<file path="config.mk">
export PLATFORM = sky130hd
export DESIGN_NAME = pitch_bend_base64_rle_decoder
export DESIGN_NICKNAME = d
export VERILOG_FILES = /design/src/rtl/pbrd_pkg.sv /design/src/rtl/pbrd_char_dec.sv /design/src/rtl/pbrd_core.sv /design/src/rtl/pitch_bend_base64_rle_decoder.sv
export SDC_FILE = /design/constraint.sdc
export NUM_CORES = 1
export LEC_CHECK = 0
export BUFFER_PORTS_ARGS = -buffer_cell sky130_fd_sc_hd__buf_2
export CAP_MARGIN = 20
export CORE_MARGIN = 2
export CORE_UTILIZATION = 61
export DETAILED_ROUTE_END_ITERATION = 10
export GPL_TIMING_DRIVEN = 0
export PLACE_DENSITY = 0.81
export SLEW_MARGIN = 10
export SYNTH_ARGS = -nofsm -noshare
export SYNTH_HDL_FRONTEND = slang
export SYNTH_SLANG_ARGS = --single-unit
</file>
<file path="constraint.sdc">
create_clock -name clk_i -period 6.6 [get_ports clk_i]
set_input_delay 0.66 -clock clk_i [delete_from_list [all_inputs] [get_ports clk_i]]
set_output_delay 0.66 -clock clk_i [all_outputs]
set_load 0.03 [all_outputs]
</file>
<file path="src/rtl/pbrd_pkg.sv">
// ----------------------------------------------------------------------------
// pbrd_pkg
// Shared types, constants and the Base64 character decode for the pitch-bend
// Base64 run-length decoder.
// ----------------------------------------------------------------------------
package pbrd_pkg;

  localparam int unsigned CHAR_W          = 8;
  localparam int unsigned B64_W           = 6;
  localparam int unsigned DIGIT_W         = 4;
  localparam int unsigned SAMPLE_W        = 13;
  localparam int unsigned REPEAT_W        = 16;
  localparam int unsigned COUNT_WIDTH_DEF = 16;

  // Segment separator '#'
  localparam logic [CHAR_W-1:0] SEP_CHAR   = 8'h23;
  localparam logic [CHAR_W-1:0] DIGIT_ZERO = 8'h30;
  localparam logic [CHAR_W-1:0] DIGIT_NINE = 8'h39;

  // Classification of one character
  typedef struct packed {
    logic               is_sep;
    logic               is_digit;
    logic [DIGIT_W-1:0] digit;
    logic [B64_W-1:0]   b64;
  } char_class_t;

  // One result beat
  typedef struct packed {
    logic [SAMPLE_W-1:0] sample;
    logic [REPEAT_W-1:0] repeat_count;
    logic                is_last;
  } result_t;

  // Base64 value of a character; anything outside the alphabet gives 0
  function automatic logic [B64_W-1:0] b64_decode(input logic [CHAR_W-1:0] c);
    logic [B64_W-1:0] v;
    v = '0;
    if (c >= 8'h41 && c <= 8'h5A) begin
      v = B64_W'(c - 8'h41);
    end else if (c >= 8'h61 && c <= 8'h7A) begin
      v = B64_W'(c - 8'h61 + 8'd26);
    end else if (c >= 8'h30 && c <= 8'h39) begin
      v = B64_W'(c - 8'h30 + 8'd52);
    end else if (c == 8'h2B) begin
      v = 6'd62;
    end else if (c == 8'h2F) begin
      v = 6'd63;
    end
    return v;
  endfunction

endpackage

</file>
<file path="src/rtl/pbrd_char_dec.sv">
// ----------------------------------------------------------------------------
// pbrd_char_dec
// Classifies one character: separator, decimal digit and Base64 value.
// ----------------------------------------------------------------------------
module pbrd_char_dec (
  input  logic [pbrd_pkg::CHAR_W-1:0] char_i,
  output pbrd_pkg::char_class_t       class_o
);
  import pbrd_pkg::*;

  // Decode all classes in parallel
  always_comb begin
    class_o.is_sep   = (char_i == SEP_CHAR);
    class_o.is_digit = (char_i >= DIGIT_ZERO) && (char_i <= DIGIT_NINE);
    class_o.digit    = DIGIT_W'(char_i - DIGIT_ZERO);
    class_o.b64      = b64_decode(char_i);
  end

endmodule

</file>
<file path="src/rtl/pbrd_core.sv">
// ----------------------------------------------------------------------------
// pbrd_core
// Segment state, pair assembly, repeat count accumulation and result
// selection for one character per enabled cycle.
// ----------------------------------------------------------------------------
module pbrd_core #(
  parameter int unsigned COUNT_WIDTH = pbrd_pkg::COUNT_WIDTH_DEF
) (
  input  logic                  clk_i,
  input  logic                  rst_ni,
  input  logic                  en_i,
  input  pbrd_pkg::char_class_t class_i,
  input  logic                  eos_i,
  output logic                  res_valid_o,
  output pbrd_pkg::result_t     res_o
);
  import pbrd_pkg::*;

  localparam int unsigned PROD_W = COUNT_WIDTH + 4;

  logic                   in_count_q, in_count_d;
  logic                   pend_valid_q, pend_valid_d;
  logic [B64_W-1:0]       pend_hi_q, pend_hi_d;
  logic [COUNT_WIDTH-1:0] acc_q, acc_d;
  logic                   digits_done_q, digits_done_d;
  logic [SAMPLE_W-1:0]    last_sample_q, last_sample_d;
  logic                   have_sample_q, have_sample_d;

  logic [PROD_W-1:0]        acc_x;
  logic [PROD_W-1:0]        prod;
  logic [COUNT_WIDTH-1:0]   acc_sat;
  logic [2*B64_W-1:0]       pair;
  logic [SAMPLE_W-1:0]      neg_sample;

  // Count times ten plus digit, saturating at the all-ones count
  always_comb begin
    acc_x   = PROD_W'(acc_q);
    prod    = (acc_x << 3) + (acc_x << 1) + PROD_W'(class_i.digit);
    acc_sat = (prod[PROD_W-1:COUNT_WIDTH] != '0) ? {COUNT_WIDTH{1'b1}}
                                                 : prod[COUNT_WIDTH-1:0];
  end

  // Pair value, sign-extended to 13 bits and negated
  always_comb begin
    pair       = {pend_hi_q, class_i.b64};
    neg_sample = SAMPLE_W'(-{pair[2*B64_W-1], pair});
  end

  // Next state and result
  always_comb begin
    in_count_d    = in_count_q;
    pend_valid_d  = pend_valid_q;
    pend_hi_d     = pend_hi_q;
    acc_d         = acc_q;
    digits_done_d = digits_done_q;
    last_sample_d = last_sample_q;
    have_sample_d = have_sample_q;
    res_valid_o   = 1'b0;
    res_o.sample       = neg_sample;
    res_o.repeat_count = REPEAT_W'(1);
    res_o.is_last      = eos_i;

    if (!in_count_q) begin
      if (class_i.is_sep) begin
        // drop any lone first character and open a count segment
        pend_valid_d  = 1'b0;
        pend_hi_d     = '0;
        in_count_d    = 1'b1;
        acc_d         = '0;
        digits_done_d = 1'b0;
      end else if (pend_valid_q) begin
        last_sample_d = neg_sample;
        have_sample_d = 1'b1;
        pend_valid_d  = 1'b0;
        pend_hi_d     = '0;
        res_valid_o   = 1'b1;
      end else begin
        pend_valid_d = 1'b1;
        pend_hi_d    = class_i.b64;
      end
    end else begin
      if (!class_i.is_sep) begin
        if (!digits_done_q && class_i.is_digit) begin
          acc_d = acc_sat;
        end else begin
          digits_done_d = 1'b1;
        end
      end
      // close the count segment on separator or end of string
      if (class_i.is_sep || eos_i) begin
        if (have_sample_q && acc_d != '0) begin
          res_valid_o        = 1'b1;
          res_o.sample       = last_sample_q;
          res_o.repeat_count = REPEAT_W'(acc_d);
        end
        acc_d         = '0;
        digits_done_d = 1'b0;
        in_count_d    = 1'b0;
      end
    end

    // end of string: end marker if nothing else, then back to reset state
    if (eos_i) begin
      if (!res_valid_o) begin
        res_valid_o        = 1'b1;
        res_o.sample       = last_sample_q;
        res_o.repeat_count = '0;
      end
      in_count_d    = 1'b0;
      pend_valid_d  = 1'b0;
      pend_hi_d     = '0;
      acc_d         = '0;
      digits_done_d = 1'b0;
      last_sample_d = '0;
      have_sample_d = 1'b0;
    end
  end

  // State registers, advanced once per consumed character
  always_ff @(posedge clk_i or negedge rst_ni) begin
    if (!rst_ni) begin
      in_count_q    <= 1'b0;
      pend_valid_q  <= 1'b0;
      pend_hi_q     <= '0;
      acc_q         <= '0;
      digits_done_q <= 1'b0;
      last_sample_q <= '0;
      have_sample_q <= 1'b0;
    end else if (en_i) begin
      in_count_q    <= in_count_d;
      pend_valid_q  <= pend_valid_d;
      pend_hi_q     <= pend_hi_d;
      acc_q         <= acc_d;
      digits_done_q <= digits_done_d;
      last_sample_q <= last_sample_d;
      have_sample_q <= have_sample_d;
    end
  end

endmodule

</file>
<file path="src/rtl/pitch_bend_base64_rle_decoder.sv">
// ----------------------------------------------------------------------------
// pitch_bend_base64_rle_decoder
// Decodes a pitch-bend string of Base64 sample pairs and '#'-separated
// decimal repeat counts into (sample, repeat) beats.
// ----------------------------------------------------------------------------
//  Channel  | Direction | Beat contents
//  s_axis   | in        | tdata[7:0] char_code, tlast end_of_string
//  m_axis   | out       | tdata[12:0] sample, tdata[28:13] repeat_count,
//           |           | tlast is_last
//
//  One character is taken per cycle while the output does not stall; each
//  character is held in the input register, its result in the output register.
//  The throughput is set by the state update in pbrd_core.
//  A character that gives no result is consumed without an output beat.
//  Output stall holds the output register; the input register then holds
//  and s_axis_tready_o drops. Reset clears the valid flags and the core state.
// ----------------------------------------------------------------------------
module pitch_bend_base64_rle_decoder #(
  parameter int unsigned COUNT_WIDTH = pbrd_pkg::COUNT_WIDTH_DEF
) (
  input  logic        clk_i,
  input  logic        rst_ni,
  input  logic        s_axis_tvalid_i,
  output logic        s_axis_tready_o,
  input  logic [7:0]  s_axis_tdata_i,   // [7:0] char_code
  input  logic        s_axis_tlast_i,   // end_of_string
  output logic        m_axis_tvalid_o,
  input  logic        m_axis_tready_i,
  output logic [31:0] m_axis_tdata_o,   // [12:0] sample, [28:13] repeat_count
  output logic        m_axis_tlast_o    // is_last
);
  import pbrd_pkg::*;

  logic              in_valid_q;
  logic [CHAR_W-1:0] in_char_q;
  logic              in_eos_q;
  logic              out_valid_q;
  result_t           out_res_q;
  logic              advance;
  char_class_t       cls;
  logic              res_valid;
  result_t           res;

  // Consume the held character when the output register can take a result
  assign advance         = in_valid_q && (!out_valid_q || m_axis_tready_i);
  assign s_axis_tready_o = !in_valid_q || advance;

  // Input register
  always_ff @(posedge clk_i or negedge rst_ni) begin
    if (!rst_ni) begin
      in_valid_q <= 1'b0;
    end else if (s_axis_tready_o) begin
      in_valid_q <= s_axis_tvalid_i;
    end
  end

  always_ff @(posedge clk_i) begin
    if (s_axis_tready_o && s_axis_tvalid_i) begin
      in_char_q <= s_axis_tdata_i;
      in_eos_q  <= s_axis_tlast_i;
    end
  end

  pbrd_char_dec u_char_dec (
    .char_i  (in_char_q),
    .class_o (cls)
  );

  pbrd_core #(
    .COUNT_WIDTH (COUNT_WIDTH)
  ) u_core (
    .clk_i       (clk_i),
    .rst_ni      (rst_ni),
    .en_i        (advance),
    .class_i     (cls),
    .eos_i       (in_eos_q),
    .res_valid_o (res_valid),
    .res_o       (res)
  );

  // Output register
  always_ff @(posedge clk_i or negedge rst_ni) begin
    if (!rst_ni) begin
      out_valid_q <= 1'b0;
    end else if (!out_valid_q || m_axis_tready_i) begin
      out_valid_q <= advance && res_valid;
    end
  end

  always_ff @(posedge clk_i) begin
    if (advance && res_valid) begin
      out_res_q <= res;
    end
  end

  assign m_axis_tvalid_o = out_valid_q;
  assign m_axis_tdata_o  = {3'b000, out_res_q.repeat_count, out_res_q.sample};
  assign m_axis_tlast_o  = out_res_q.is_last;

endmodule

</file>
==> Yosys cells after proc, flatten, opt, wreduce, memory -nomap -nowiden <==
Cells that the tools add are included.
{ "totals": {"register_bits": 80, "input_bits": 13, "wordCells": 107} }
{ "classes": {"n_addsub": 8, "magnitude_cmp": 6, "n_eq_ne": 7, "mux": 50, "n_reduce_logical": 22} }
{ "op_table": {"columns": ["op", "count"], "rows": [
  ["two-way mux 29 bit", 5],
  ["two-way mux 16 bit", 8],
  ["two-way mux 6 bit", 9],
  ["two-way mux 13 bit", 4],
  ["== test 8 x 6 -> 1 bit, second input constant", 3],
  ["two-way mux 1 bit", 24],
  ["adder 19 x 17 -> 20 bit", 1],
  ["adder 20 x 4 -> 20 bit", 1],
  [">= comparator 8 x 7 -> 1 bit, second input constant", 2],
  ["<= comparator 8 x 7 -> 1 bit, second input constant", 2],
  ["nonzero test 16 bit", 1],
  ["negation 13 bit", 1],
  ["subtractor 6 bit, second input constant", 2],
  [">= comparator 8 x 6 -> 1 bit, second input constant", 1],
  ["<= comparator 8 x 6 -> 1 bit, second input constant", 1],
  ["logical AND 1 bit", 8],
  ["!= test 4 bit, second input constant", 2],
  ["AND reduction 4 bit", 2],
  ["adder 6 x 5 -> 6 bit, second input constant", 1],
  ["adder 6 bit, second input constant", 1],
  ["subtractor 6 x 1 -> 6 bit, second input constant", 1],
  ["!= test 2 bit, second input constant", 2],
  ["AND reduction 2 bit", 2],
  ["nonzero test 4 bit", 1],
  ["4 further kinds", 8]
]} }

==> Longest topological paths before layout <==
{ "depth": {"ltp_word": 14, "ltp_mapped": 14, "ltp_nobuf": 13} }

==> Cells and area by module <==
A second synthesis with hierarchy kept.
{ "unflattened": {"hier_cells": 548, "area_unflattened_um2": 5408.9} }
{ "by_module_without_submodules": {"columns": ["module", "n_inst", "cells_each", "area_each_um2"], "rows": [
  ["pbrd_core", 1, 398, 3370.7],
  ["pitch_bend_base64_rle_decoder", 1, 53, 1308.8],
  ["pbrd_char_dec", 1, 97, 729.4]
]} }

==> Worst setup path after synthesis <==
Ideal clock, no wire load.
{ "synth_timing": {"path_type": "flip-flop to flip-flop", "start": "register in_char_q[3]", "end": "register out_res_q (netlist bit m_axis_tdata_o[0]), enable pin", "setup_ns": 0.463, "arrival_time_ns": 5.602, "t_required_ns": 6.137, "path_slack_ns": 0.535, "stages_incl_launch_ff": 13, "synth_period_minus_slack_ns": 6.065, "path_cell_list": "edfxtp_1 -> fa_1 -> inv_1 -> fa_1 -> nand2b_1 -> a211oi_1 -> o21ai_0 -> and2_1 -> o32ai_2 -> nor4_1 -> o22ai_1 -> nor2_1 -> o31ai_1"} }
{ "synth_between": {"elab_chain_len": 14, "elab_cells_between_ends": 21} }
{ "synth_rtl": {"columns": ["item", "line", "source"], "rows": [
  ["start: declaration", "pitch_bend_base64_rle_decoder.sv:35", "logic [CHAR_W-1:0] in_char_q;"],
  ["start signal: assignment", "pitch_bend_base64_rle_decoder.sv:59", "in_char_q <= s_axis_tdata_i;"],
  ["subtractor 6 bit", "pbrd_char_dec.sv:15", "class_o.digit = DIGIT_W'(char_i - DIGIT_ZERO);"],
  ["adder 20 x 4 -> 20 bit", "pbrd_core.sv:38", "prod = (acc_x << 3) + (acc_x << 1) + PROD_W'(class_i.digit);"],
  ["nonzero test 4 bit", "pbrd_core.sv:39", "acc_sat = (prod[PROD_W-1:COUNT_WIDTH] != '0) ? {COUNT_WIDTH{1'b1}}"],
  ["two-way mux 16 bit", "pbrd_core.sv:39", null],
  ["two-way mux 16 bit", "pbrd_core.sv:83", "if (!digits_done_q && class_i.is_digit) begin"],
  ["two-way mux 16 bit", "pbrd_core.sv:82", "if (!class_i.is_sep) begin"],
  ["two-way mux 16 bit", "pbrd_core.sv:63", "if (!in_count_q) begin"],
  ["nonzero test 16 bit", "pbrd_core.sv:91", "if (have_sample_q && acc_d != '0) begin"],
  ["logical AND 1 bit", "pbrd_core.sv:91", null],
  ["two-way mux 1 bit", "pbrd_core.sv:91", null],
  ["two-way mux 1 bit", "pbrd_core.sv:90", "if (class_i.is_sep || eos_i) begin"],
  ["two-way mux 1 bit (*)", "pbrd_core.sv:63", null],
  ["two-way mux 1 bit (*)", "pbrd_core.sv:103", "if (eos_i) begin"],
  ["logical AND 1 bit (*)", "pitch_bend_base64_rle_decoder.sv:91", "if (advance && res_valid) begin"],
  ["end signal: assignment", "pitch_bend_base64_rle_decoder.sv:92", "out_res_q <= res;"],
  ["end: declaration", "pitch_bend_base64_rle_decoder.sv:38", "result_t out_res_q;"]
]} }
Every way passes the cells marked *; elsewhere a longest branch is shown, timed or not. The select of a mux whose other input is x is not followed.
A chain may end at the register's enable or synchronous reset.

==> Worst setup path in the final report <==
Ends and elaborated chain as after synthesis.

==> metrics.md <==
| Metric | Value |
|---|---|
| Antenna violations before repair | `0` |
| Slew Viols, Final | `0` |
| Setup repair bufs after CTS | `0` |
| Gr busiest metal | `met1` |
| Yosys cell types | `66` |
| Synth area leader | `edfxtp_1` |
| Met1 Resource Use GR | `0.464` |
| Crit path from | `in_char_q[3]` |
| Post-DP HPWL | `10800 um` |
| Worst R2R Setup Slack | `1140 ps` |
| CTS tree | `built` |
| Hold_ws | `roughly 430 ps` |
| Post-Syn Area per Cell | `a little under 10 um^2` |
| IO Count | `48` |
| Startpoint Class | `flip-flop` |
| Minimum clock period | `approximately 5500 ps` |
| Post-synthesis sequential area ratio | `0.399` |
| Largest net degree at the start of global routing | `42` |
| Seq pwr share | `0.421` |
| Fmax | `183 MHz` |
| CP Class | `flip-flop to flip-flop` |
| Internal power | `between 0.001 and 0.0015 W` |
| Final Util | `0.706` |
| Vias in the first global route | `about 4600` |
| Worst Tran Pin Value | `approximately 1100 ps` |
| Switch Pwr | `~0.00059 W` |
| Critical Path End | `m_axis_tdata_o[0]` |
| Cell Chain, Critical Path | `fa_1 > inv_1 > fa_1 > nand2b_1 > a211oi_1 > o21ai_0 > and2_1 > o32ai_2 > nor4_1 > o22ai_1 > nor2_1 > o31ai_4 > buf_8 > buf_8` |
| Cell Area, Synth | `roughly 0.0055 mm^2` |
| Port buffer count | `44` |
| DR vias/cell | `about 6.4` |
| Post-synth ARST share | `0.513` |
| FF-to-FF Start | `in_char_q[3]` |
| Mapped Cells | `between 500 and 600` |
| Synthesis-stage register bit count | `80` |
| Crit path required time | `~6700 ps` |
| Switch share | `0.352` |
| Period utilization | `0.827` |
| Yosys warning count | `0` |
| Crit-path slowest cell | `fa_1` |
| Starting density of the core | `0.632` |
| Die area | `around 0.0098 mm^2` |
| H-tree depth | `3` |
| Maximum vdd drop | `168 uV` |
| PostCTS Resize Cnt | `0` |
| Num CTS Buffers | `9` |
| Critical-path maximum fanout | `13` |
| Final Instance Area | `roughly 0.0062 mm^2` |
| Antenna diodes | `0` |
| Final Wtd Congestion | `approximately 0.95` |
| Fraction of layout cells with a size suffix above 1 | `0.141` |
| Reg2reg path depth | `14` |
| Final net count | `about 690` |
| Remaining routing DRC violations | `0` |
| Min-Delay Path Class | `input pin to async pin` |
| Layout area overhead | `11.6%` |
| Critical Path End Type | `flip-flop` |
| Critical path's largest stage delay | `roughly 620 ps` |
| Placed cell areas | `between 0.005 and 0.006 mm^2` |
| Sum of buffers and inverters on the critical path | `3` |
| Core Rows | `34` |
| Clock group share of total power | `0.251` |
| Fillers | `676` |
| Synth top area share | `0.212` |
| Clock transition at path regs | `roughly 100 ps` |
| First-pass GRT wire length | `approximately 23000 um` |
| Core area | `roughly 0.0087 mm^2` |
| Critical path depth in cells | `14` |
| Die Span Y | `roughly 99 um` |
| Outcome | `finished clean` |
| Setup violations, final | `0` |
| PwrDens | `271 mW/mm^2` |
| Worst-skew pair later-pin latency | `about 360 ps` |
| Total number of vias | `about 4800` |
| Final hold vios | `0` |
| Crit path arrival time | `roughly 5500 ps` |
| Overall routed net length | `14100 um` |
| Synth area leaders | `edfxtp_1 (21%), dfrtp_1 (19%), ha_1 (10%)` |
| Global Route Usage Sum | `0.301` |
| Final ANT Viol Nets | `0` |
| Congestion Overflow GR | `0` |
| Main synth FF type | `dfrtp_1` |
| DR pass1 iterations | `5` |
| Max_slew headroom | `0.262` |
| CTS Hold Bufs | `0` |
| Met2 Use GR | `0.437` |
| Per-cell routed wire length | `roughly 19 um` |
| Clk sink count | `80` |
| CP delay by family, top | `compound AO/OA/AOI/OAI gates` |
| Maximum root-to-sink buffer count | `2` |
| Reg-to-Reg End | `m_axis_tdata_o[0]` |
| Maxcap violations | `0` |
| Layout Skew | `roughly 16 ps` |
| Met3 GRT Util | `0.0461` |
| Unrepaired setup endpoints after global routing | `false` |
| Combinational Power Share | `0.328` |
| Number of flops mapped to enable cells by yosys | `39` |
| Inst Count DP | `between 700 and 800` |
| Iter 0 DRT Violations | `between 400 and 500` |
| Static leakage | `between 2 and 3 nW` |
| Die Span X | `99.1 um` |
| Non-Filler Instances | `745` |
| Root Buffer | `clkbuf_8` |
-- registers in the layout (all words and copies together) (netlist names), 6 cells and up --
signal and count:
u_core.last_sample_q 13, m_axis_tdata_o 29, u_core.acc_q 16, u_core.pend_hi_q 6
in_char_q 8
-- worst min path at each step --
stage | start | end | slack (ps) | depth (start not counted)
global placement | u_core.last_sample_q[0] | u_core.last_sample_q[0] | 470 | 2
detailed placement | u_core.pend_valid_q | u_core.pend_valid_q | 490 | 2
floorplan | rst_ni | in_valid_q | 360 | 0
CTS | rst_ni | u_core.pend_hi_q[1] | 460 | 1
finish | rst_ni | u_core.last_sample_q[4] | 430 | 1
global route | s_axis_tdata_i[6] | in_char_q[6] | 460 | 1
-- power by group through the flow --
stage | combinational, W | sequential (W) | clock (W)
6_report | 0.000547 | 0.000702 | 0.000420
5_1_grt | 0.000594 | 0.000712 | 0.000447
4_1_cts | 0.000547 | 0.000701 | 0.000424
3_5_place_dp | 0.000544 | 0.000711 | 0
3_3_place_gp | 0.000511 | 0.000709 | 0
2_1_floorplan | 0.000322 | 0.000783 | 0
-- cell type report --
| cell class | instances | area, um^2 | share of cell area |
|---|---|---|---|
| plain buffers | 29 | 136 | 0.0222 |
| clock buffers | 9 | 124 | 0.0201 |
| clock inverters | 7 | 111 | 0.0181 |
| inverters | 21 | 78.8 | 0.0128 |
| multi-input cells | 445 | 3120 | 0.507 |
| flip-flops and latches | 80 | 2200 | 0.357 |
| well taps | 108 | 135 | 0.0220 |
| repair buffers | 46 | 250 | 0.0407 |
-- cells by family (layout without fill, tap and decap cells) --
family,count (synthesis),in the layout,synth area share
muxes,16,16,0.0375
other,1,3,0.000680
adders and majority gates,47,47,0.109
AOI/OAI and AO/OA,166,166,0.209
buffers and inverters,50,112,0.0390
DFF,80,80,0.399
and+or+nand+nor,189,189,0.168
xor gates and xnor gates,24,24,0.0381
-- through the flow --
stage / power (W) / setup TNS, ps / setup slack, ps
2_1_floorplan: 0.00110 / 0 / 535
3_3_place_gp: 0.00122 / -34300 / -1140
3_5_place_dp: 0.00125 / 0 / 1180
4_1_cts: 0.00167 / 0 / 1180
5_1_grt: 0.00175 / 0 / 814
6_report: 0.00167 / 0 / 1140
-- cell usage in the layout (no fill, tap or decap), types with 9 or more instances in the layout --
cell type,instances
o21ai_0,32
a211oi_1,12
clkbuf_1,21
a21o_1,9
ha_1,45
inv_1,21
a22o_1,16
nand2_1,52
clkbuf_8,9
buf_2,48
a21oi_1,35
nand3_1,12
nor3_1,17
nor2_1,50
xnor2_1,16
dfrtp_1,41
edfxtp_1,39
-- metal layers --
metal	up-vias	wire length [um]
met3	31	1140
met5	-	0
met2	209	6150
li1	2248	-
met1	2315	6550
met4	0	254
-- worst reg2reg max path: stages, from the launching register on --
cell      delay, ps
edfxtp_1        580
fa_1            620
inv_1            60
fa_1            460
nand2b_1        180
a211oi_1        520
o21ai_0         460
and2_1          280
o32ai_2         470
nor4_1          120
o22ai_1         360
nor2_1          180
o31ai_4         500
buf_8           230
buf_8           160
-- synth_stat cells (3+ instances only) --
cell type  instances
a21oi_1           35
a211o_1            3
nand3_1           12
mux2i_1            3
nor3b_1            3
a41o_1             3
dfrtp_1           41
inv_1             21
mux2_4             8
a311oi_1           5
or3_1              8
nor2_1            50
and2_1             8
buf_2              4
o22ai_1            3
or4_1              3
a21o_1             9
xnor2_1           16
a22o_1            16
buf_4              3
a31oi_1            5
nor4_1             6
nand2b_1           8
xor2_1             8
o211ai_1           7
clkbuf_1          21
nand2_1           52
ha_1              45
a211oi_1          12
nor3_1            17
o21ai_0           32
o21ai_1            4
o21a_1             8
edfxtp_1          39
nand4_1            7
nor2b_1            6
mux2_1             3
Power figures use the tool's default switching activity.
